`src/lkvc_pkg.sv`:
```
// Shared types and constants for the LRU key-value cache.
`default_nettype none
package lkvc_pkg;

  localparam int KEY_W = 32;
  localparam int VAL_W = 32;
  localparam int CAP_W = 5;
  localparam logic [CAP_W-1:0] CAP_RESET = 5'd16;
  localparam logic [VAL_W-1:0] MISS_VALUE = '1;

  typedef enum logic {
    OP_GET = 1'b0,
    OP_SET = 1'b1
  } op_t;

  typedef enum logic {
    ST_IDLE = 1'b0,
    ST_UPD  = 1'b1
  } state_t;

  // one slot of the recency chain
  typedef struct packed {
    logic             vld;
    logic [KEY_W-1:0] key;
    logic [VAL_W-1:0] val;
  } ent_t;

  // request broadcast to every cell
  typedef struct packed {
    logic             cmp_en;
    logic [KEY_W-1:0] cmp_key;
    logic             up_en;
    logic             evict;
  } cell_ctl_t;

endpackage
`default_nettype wire

```
`src/lkvc_cell.sv`:
```
// One slot of the recency-ordered chain: key match, shift and stop logic.
`default_nettype none
module lkvc_cell (
  input  wire logic              clk,
  input  wire logic              rst,
  input  wire lkvc_pkg::cell_ctl_t ctl,
  input  wire lkvc_pkg::ent_t    prev_ent,
  input  wire logic              next_vld,
  input  wire logic              shift_in,
  output lkvc_pkg::ent_t         ent,
  output logic                   shift_out,
  output logic                   hit
);

  logic vld;
  logic [lkvc_pkg::KEY_W-1:0] key;
  logic [lkvc_pkg::VAL_W-1:0] val;
  logic hit_q;
  logic last;
  logic stop;

  assign last = vld && !next_vld;
  // a hit, an empty slot or the evicted tail absorbs the shift
  assign stop = hit_q || !vld || (ctl.evict && last);
  assign shift_out = shift_in && !stop;

  assign ent = '{vld: vld, key: key, val: val};
  assign hit = hit_q;

  always_ff @(posedge clk) begin
    if (rst) begin
      vld   <= 1'b0;
      hit_q <= 1'b0;
    end else begin
      if (ctl.cmp_en) begin
        hit_q <= vld && (key == ctl.cmp_key);
      end
      if (ctl.up_en && shift_in) begin
        vld <= prev_ent.vld;
      end
    end
  end

  always_ff @(posedge clk) begin
    if (ctl.up_en && shift_in) begin
      key <= prev_ent.key;
      val <= prev_ent.val;
    end
  end

endmodule
`default_nettype wire

```
`src/lru_key_value_cache_top.sv`:
```
// Top level of the LRU key-value cache: request control and the cell chain.
//
//  channel  dir  handshake          payload
//  s_*      in   s_tvalid/s_tready  tdata = key[31:0], data_in[63:32]; tuser = op
//  m_*      out  m_tvalid/m_tready  tdata = read_value[31:0]; tuser = found
//  cfg_*    in   cfg_we             cfg_wdata = capacity[4:0]
//
// For each request, the accept edge registers the key match in each cell; in the
// update state a set shifts the chain and a get loads the result register.
// Reset empties the chain at once; no clearing pass is needed.
// A get waits in the update cycle while an earlier result has not been taken;
// a set never waits on the result side.
`default_nettype none
module lru_key_value_cache_top #(
  parameter int ENTRIES = 16
) (
  input  wire logic        clk,
  input  wire logic        rst,
  input  wire logic        s_tvalid,
  output logic             s_tready,
  input  wire logic [63:0] s_tdata,   // key[31:0], data_in[63:32]
  input  wire logic [0:0]  s_tuser,   // op
  output logic             m_tvalid,
  input  wire logic        m_tready,
  output logic [31:0]      m_tdata,   // read_value[31:0]
  output logic [0:0]       m_tuser,   // found
  input  wire logic        cfg_we,
  input  wire logic [4:0]  cfg_wdata
);

  localparam int CNT_W = $clog2(ENTRIES + 1);
  localparam int CW    = (CNT_W > lkvc_pkg::CAP_W) ? CNT_W : lkvc_pkg::CAP_W;

  lkvc_pkg::state_t state, state_next;

  logic [lkvc_pkg::CAP_W-1:0] capacity;
  logic [CNT_W-1:0]           count;
  lkvc_pkg::op_t              req_op;
  logic [lkvc_pkg::KEY_W-1:0] req_key;
  logic [lkvc_pkg::VAL_W-1:0] req_data;

  logic s_acc;
  logic up_en;
  logic [CW-1:0] cap_eff;
  logic evict;
  logic hit_any;
  logic [lkvc_pkg::VAL_W-1:0] hit_val;

  lkvc_pkg::cell_ctl_t ctl;
  lkvc_pkg::ent_t      ents [ENTRIES];
  lkvc_pkg::ent_t      prevs [ENTRIES];
  logic [ENTRIES:0]    shift;
  logic [ENTRIES-1:0]  hits;
  logic [ENTRIES-1:0]  next_vlds;

  assign s_acc = s_tvalid && s_tready;

  always_comb begin
    cap_eff = CW'(capacity);
    if (capacity == '0) begin
      cap_eff = CW'(1);
    end else if (CW'(capacity) > CW'(ENTRIES)) begin
      cap_eff = CW'(ENTRIES);
    end
  end

  assign evict = CW'(count) >= cap_eff;

  // state register
  always_ff @(posedge clk) begin
    if (rst) begin
      state <= lkvc_pkg::ST_IDLE;
    end else begin
      state <= state_next;
    end
  end

  always_comb begin
    state_next = state;
    s_tready   = 1'b0;
    up_en      = 1'b0;
    case (state)
      lkvc_pkg::ST_IDLE: begin
        s_tready = 1'b1;
        if (s_tvalid) begin
          state_next = lkvc_pkg::ST_UPD;
        end
      end
      lkvc_pkg::ST_UPD: begin
        // hold a get until the result register is free
        up_en = (req_op == lkvc_pkg::OP_SET) || !m_tvalid || m_tready;
        if (up_en) begin
          state_next = lkvc_pkg::ST_IDLE;
        end
      end
      default: begin
        state_next = lkvc_pkg::ST_IDLE;
      end
    endcase
  end

  always_ff @(posedge clk) begin
    if (s_acc) begin
      req_op   <= lkvc_pkg::op_t'(s_tuser[0]);
      req_key  <= s_tdata[31:0];
      req_data <= s_tdata[63:32];
    end
  end

  always_ff @(posedge clk) begin
    if (rst) begin
      capacity <= lkvc_pkg::CAP_RESET;
    end else if (cfg_we) begin
      capacity <= cfg_wdata;
    end
  end

  assign ctl = '{cmp_en: s_acc, cmp_key: s_tdata[31:0], up_en: up_en, evict: evict};

  assign shift[0] = (req_op == lkvc_pkg::OP_SET);

  for (genvar i = 0; i < ENTRIES; i++) begin : g_cell
    if (i == 0) begin : g_head
      assign prevs[i] = '{vld: 1'b1, key: req_key, val: req_data};
    end else begin : g_body
      assign prevs[i] = ents[i-1];
    end
    if (i == ENTRIES - 1) begin : g_tail
      assign next_vlds[i] = 1'b0;
    end else begin : g_mid
      assign next_vlds[i] = ents[i+1].vld;
    end

    lkvc_cell u_cell (
      .clk       (clk),
      .rst       (rst),
      .ctl       (ctl),
      .prev_ent  (prevs[i]),
      .next_vld  (next_vlds[i]),
      .shift_in  (shift[i]),
      .ent       (ents[i]),
      .shift_out (shift[i+1]),
      .hit       (hits[i])
    );
  end

  assign hit_any = |hits;

  always_comb begin
    hit_val = '0;
    for (int i = 0; i < ENTRIES; i++) begin
      hit_val = hit_val | (ents[i].val & {lkvc_pkg::VAL_W{hits[i]}});
    end
  end

  // grow the count only on an insert that evicts nothing
  always_ff @(posedge clk) begin
    if (rst) begin
      count <= '0;
    end else if (up_en && (req_op == lkvc_pkg::OP_SET) && !hit_any && !evict) begin
      count <= count + CNT_W'(1);
    end
  end

  always_ff @(posedge clk) begin
    if (rst) begin
      m_tvalid <= 1'b0;
    end else if (up_en && (req_op == lkvc_pkg::OP_GET)) begin
      m_tvalid <= 1'b1;
    end else if (m_tready) begin
      m_tvalid <= 1'b0;
    end
  end

  always_ff @(posedge clk) begin
    if (up_en && (req_op == lkvc_pkg::OP_GET)) begin
      m_tuser[0] <= hit_any;
      m_tdata    <= hit_any ? hit_val : lkvc_pkg::MISS_VALUE;
    end
  end

endmodule
`default_nettype wire

```
`config.mk`:
```
export PLATFORM = sky130hd
export DESIGN_NAME = lru_key_value_cache_top
export DESIGN_NICKNAME = d
export VERILOG_FILES = /design/src/lkvc_pkg.sv /design/src/lkvc_cell.sv /design/src/lru_key_value_cache_top.sv
export SDC_FILE = /design/constraint.sdc
export NUM_CORES = 1
export LEC_CHECK = 0
export BUFFER_PORTS_ARGS = -buffer_cell sky130_fd_sc_hd__buf_2
export CAP_MARGIN = 10
export CELL_PAD_IN_SITES_DETAIL_PLACEMENT = 0
export CELL_PAD_IN_SITES_GLOBAL_PLACEMENT = 1
export CORE_ASPECT_RATIO = 1.5
export CORE_UTILIZATION = 58
export DETAILED_ROUTE_END_ITERATION = 8
export GPL_ROUTABILITY_DRIVEN = 1
export PLACE_DENSITY = 0.84
export SYNTH_ARGS = -nofsm -noshare
export SYNTH_HDL_FRONTEND = slang
export SYNTH_SLANG_ARGS = --single-unit
```
`constraint.sdc`:
```
create_clock -name clk -period 13.75 [get_ports clk]
set_input_delay 2.75 -clock clk [delete_from_list [all_inputs] [get_ports clk]]
set_output_delay 2.75 -clock clk [all_outputs]
set_load 0.02 [all_outputs]
```
==> flow_metrics.py <==
metrics = {
    "run_status": {
        "status": "finished clean",
    },
    "finish": {
        "area_growth_pct": 12.4,
        "fin_util_pct": 66.2,
        "nets": 2700,
        "drive_gt1_share_pct": 13.2,
        "fill_cells": 4939,
        "diodes": 0,
    },
    "clock_network": {
        "cts-resized-gates": 0,
        "cts_made_buffers": 105,
        "cts.hold.buffers_added": 0,
        "cts_setup_buffers": 0,
        "clock_latency_ns": 0.70,
        "cts_sinks": 1166,
        "cts_buffer_depth": 3,
        "clk_pin_slew_ns": 0.07,
        "cts-htree-levels": 3,
        "cts_root_buffer": "clkbuf_16",
        "cts_tree": "built",
    },
    "floorplan": {
        "io_pins": 110,
        "rows": 123,
        "die-area_sq_um": 77700,
        "coreArea_sq_um": 75400,
        "initial_utilization_pct": 58.9,
        "die_x_um": 228,
        "die_y_um": 341,
    },
    "sta": {
        "slew_headroom_pct": 15.7,
        "worstMarginPinSlew_ns": 1.26,
        "max_freq_ghz": 0.229,
        "skew_ns": 0.0409,
        "hold_ws_ns": 0.418,
        "setup_violations": 0,
        "finalHoldViolations": 0,
        "min_period_over_period_pct": 31.8,
        "setup_tns_ns": 0,
        "finalCriticalPeriod_ns": 4.38,
        "drv_slew": 0,
        "rsz0062_at_grt": "no",
    },
    "synth": {
        "synth_top_family_by_area": "XOR/XNOR gates",
        "synth-compound-area-share_pct": 5.75,
        "synth_top_area_cell": "edfxtp_1",
        "synthTopCellsByArea": "edfxtp_1 (76%), xnor2_1 (5.7%), xor2_1 (4.4%)",
        "async_flop_share_pct": 0,
        "synth_edf_count": 1122,
        "synth_top_area_share_pct": 75.9,
        "avgSynthCellArea_sq_um": 17.7,
        "yosys.area_share.simple_pct": 4.63,
        "yosys.area_share.xor_xnor_pct": 10.1,
        "synth_cell_type_count": 48,
        "synth_warnings": 0,
        "synth-seq-cells": 1166,
        "synthAdderAreaFrac_pct": 0.169,
        "syn_nets": 2585,
        "ys.flop_type": "edfxtp_1",
        "synthCells": 2504,
        "ys_seq_area_share_pct": 77.9,
        "syn_area_sq_um": 44400,
        "synth.mux.area_fraction_pct": 0.0902,
    },
    "critical_path": {
        "arrival_ns": 4.69,
        "crit_top_cell": "buf_4",
        "crit_type": "flop to flop",
        "crit_path_max_fanout": 50,
        "cp_slowest_cell": "buf_4",
        "crit_chain": "buf_4 > nor3_1 > nand4_1 > nor2_1 > nand2_1 > a21oi_4 > buf_4",
        "end_kind": "flop",
        "cp_slowest_stage_delay_ns": 0.77,
        "cp.required_ns": 14.06,
        "startpoint_type": "flop",
    },
    "detailed_routing": {
        "ant_nets": 0,
        "vias": 24300,
        "drc": 0,
        "routedWlPerCell_um": 32.4,
        "vias_per_cell": 6.55,
        "drtIter0Drc": 2594,
        "firstDrtPassIters": 6,
        "postRouteWirelength_um": 120000,
    },
    "pwr": {
        "p_leak_uw": 0.0154,
        "p_int_uw": 5820,
        "switching_share_pct": 20.1,
        "p_sw_uw": 1470,
        "ir_drop_mv": 0.173,
        "pwr-share-clk_pct": 44.2,
        "seq_power_share_pct": 53.2,
        "p_per_area_nw_per_um2": 146,
        "comb_power_share_pct": 2.6,
    },
    "grt": {
        "grt_max_degree": 67,
        "track_usage_pct": 31.2,
        "gr-total-overflow": 0,
        "grt_pass1_vias": 25500,
        "grt_pass1_wl_um": 171000,
        "antenna_found_initial": 0,
    },
    "placed_design": {
        "hpwl_um": 75000,
        "io_buffers": 109,
        "place_congestion": 0.928,
    },
    "run": {
        "cap_viol_max_count": 0,
    },
    "hold_path": {
        "hold_path_class": "flop to flop",
    },
}
==> sequential cells by signal, indices dropped and copies added (netlist names) <==
signal and flops:
req_data 32, g_cell.u_cell.hit 16, count 5, m_tdata 32, req_key 32, g_cell.u_cell.vld 16
g_cell.u_cell.key 512, m_tuser 1, state 1, g_cell.u_cell.val 512, m_tvalid 1, capacity 5
req_op 1
==> final timing paths <==
| check | end | depth (start not counted) | from | slack, ns |
|---|---|---|---|---|
| worst max-delay path | g_cell[11].u_cell.val[11] | 7 | g_cell[6].u_cell.hit | 9.37 |
| worst min-delay path | g_cell[0].u_cell.val[25] | 0 | req_data[25] | 0.42 |
| worst max register to register | g_cell[11].u_cell.val[11] | 7 | g_cell[6].u_cell.hit | 9.37 |
| worst min register to register | g_cell[0].u_cell.val[25] | 0 | req_data[25] | 0.42 |
==> power by group through the flow <==
stage                     Combinational, uW  Clock [uW]  Sequential (uW)
final                                   193        3220             3870
after global routing                    200        3380             3870
after CTS                               193        3240             3880
after detailed placement                192           0             3950
after global placement                  188           0             3950
after floorplan                         113           0             3950
==> cells in the final DEF (no fill, tap or decap), drive strengths merged, types with 9 or more instances in the layout <==
master,Yosys,routed
clkinv,0,48
nor3,23,23
nor2,31,31
clkinvlp,0,9
a22o,96,96
nand2,29,29
edfxtp,1122,1122
bufinv,0,25
clkbuf,92,114
o21ai,19,19
buf,49,149
dfxtp,44,44
inv,9,10
and3,35,35
a221oi,96,96
nor4,67,67
nand4,130,130
a22oi,64,64
xnor2,288,288
xor2,224,224
a21oi,19,19
==> per-layer routing <==
metal	vias up	global-route usage (%)	wire (um)
met3	467	5.31	9530
met5	-	0	0
met1	12200	33.3	37400
li1	10100	-	-
met2	1561	54.5	61900
met4	0	25.2	11200
==> stage by stage <==
stage | setup WS [ns] | total power (uW) | cells | area (sq um)
2_1_floorplan | 5.40 | 4060 | 2504 | 44400
3_3_place_gp | 8.85 | 4140 | 3512 | 46100
3_5_place_dp | 8.83 | 4140 | 3512 | 46100
4_1_cts | 9.39 | 7310 | 3709 | 49900
5_1_grt | 9.22 | 7450 | 3709 | 49900
6_report | 9.37 | 7290 | 3709 | 49900
==> final cells by class <==
class                           instances  area (sq um)  area share (%)
Inverter                                9          33.8          0.0677
Timing Repair Buffer                  149           846            1.70
Sequential cell                      1166         34600            69.3
Clock inverter                         83          1090            2.19
Multi-Input combinational cell       1188          9360            18.8
Tap cell                             1000          1250            2.51
Clock buffer                          114          2710            5.44
==> Yosys cell counts, drive strengths merged (23+ instances only) <==
| master | number |
|---|---|
| a22oi | 64 |
| nand2 | 29 |
| xor2 | 224 |
| and3 | 35 |
| dfxtp | 44 |
| edfxtp | 1122 |
| nand4 | 130 |
| a22o | 96 |
| nor3 | 23 |
| nor2 | 31 |
| clkbuf | 92 |
| nor4 | 67 |
| xnor2 | 288 |
| a221oi | 96 |
| buf | 49 |
==> kinds of logic after synthesis <==
family,count (synthesis)
AND/OR/NAND/NOR,347
multiplexers,4
XOR/XNOR,512
flip-flops,1166
buffers and inverters,150
adder cells (fa/ha/maj),6
AO/OA/AOI/OAI,319
==> worst max-delay path: cells and delay by family, from the launching register on <==
kind / cells / cell delay, ns
and+or+nand+nor: 4 / 1.84
AOI/OAI and AO/OA: 1 / 0.64
buffers and inverters: 2 / 1.10
DFF: 1 / 0.31
Power figures use the tool's default switching activity.
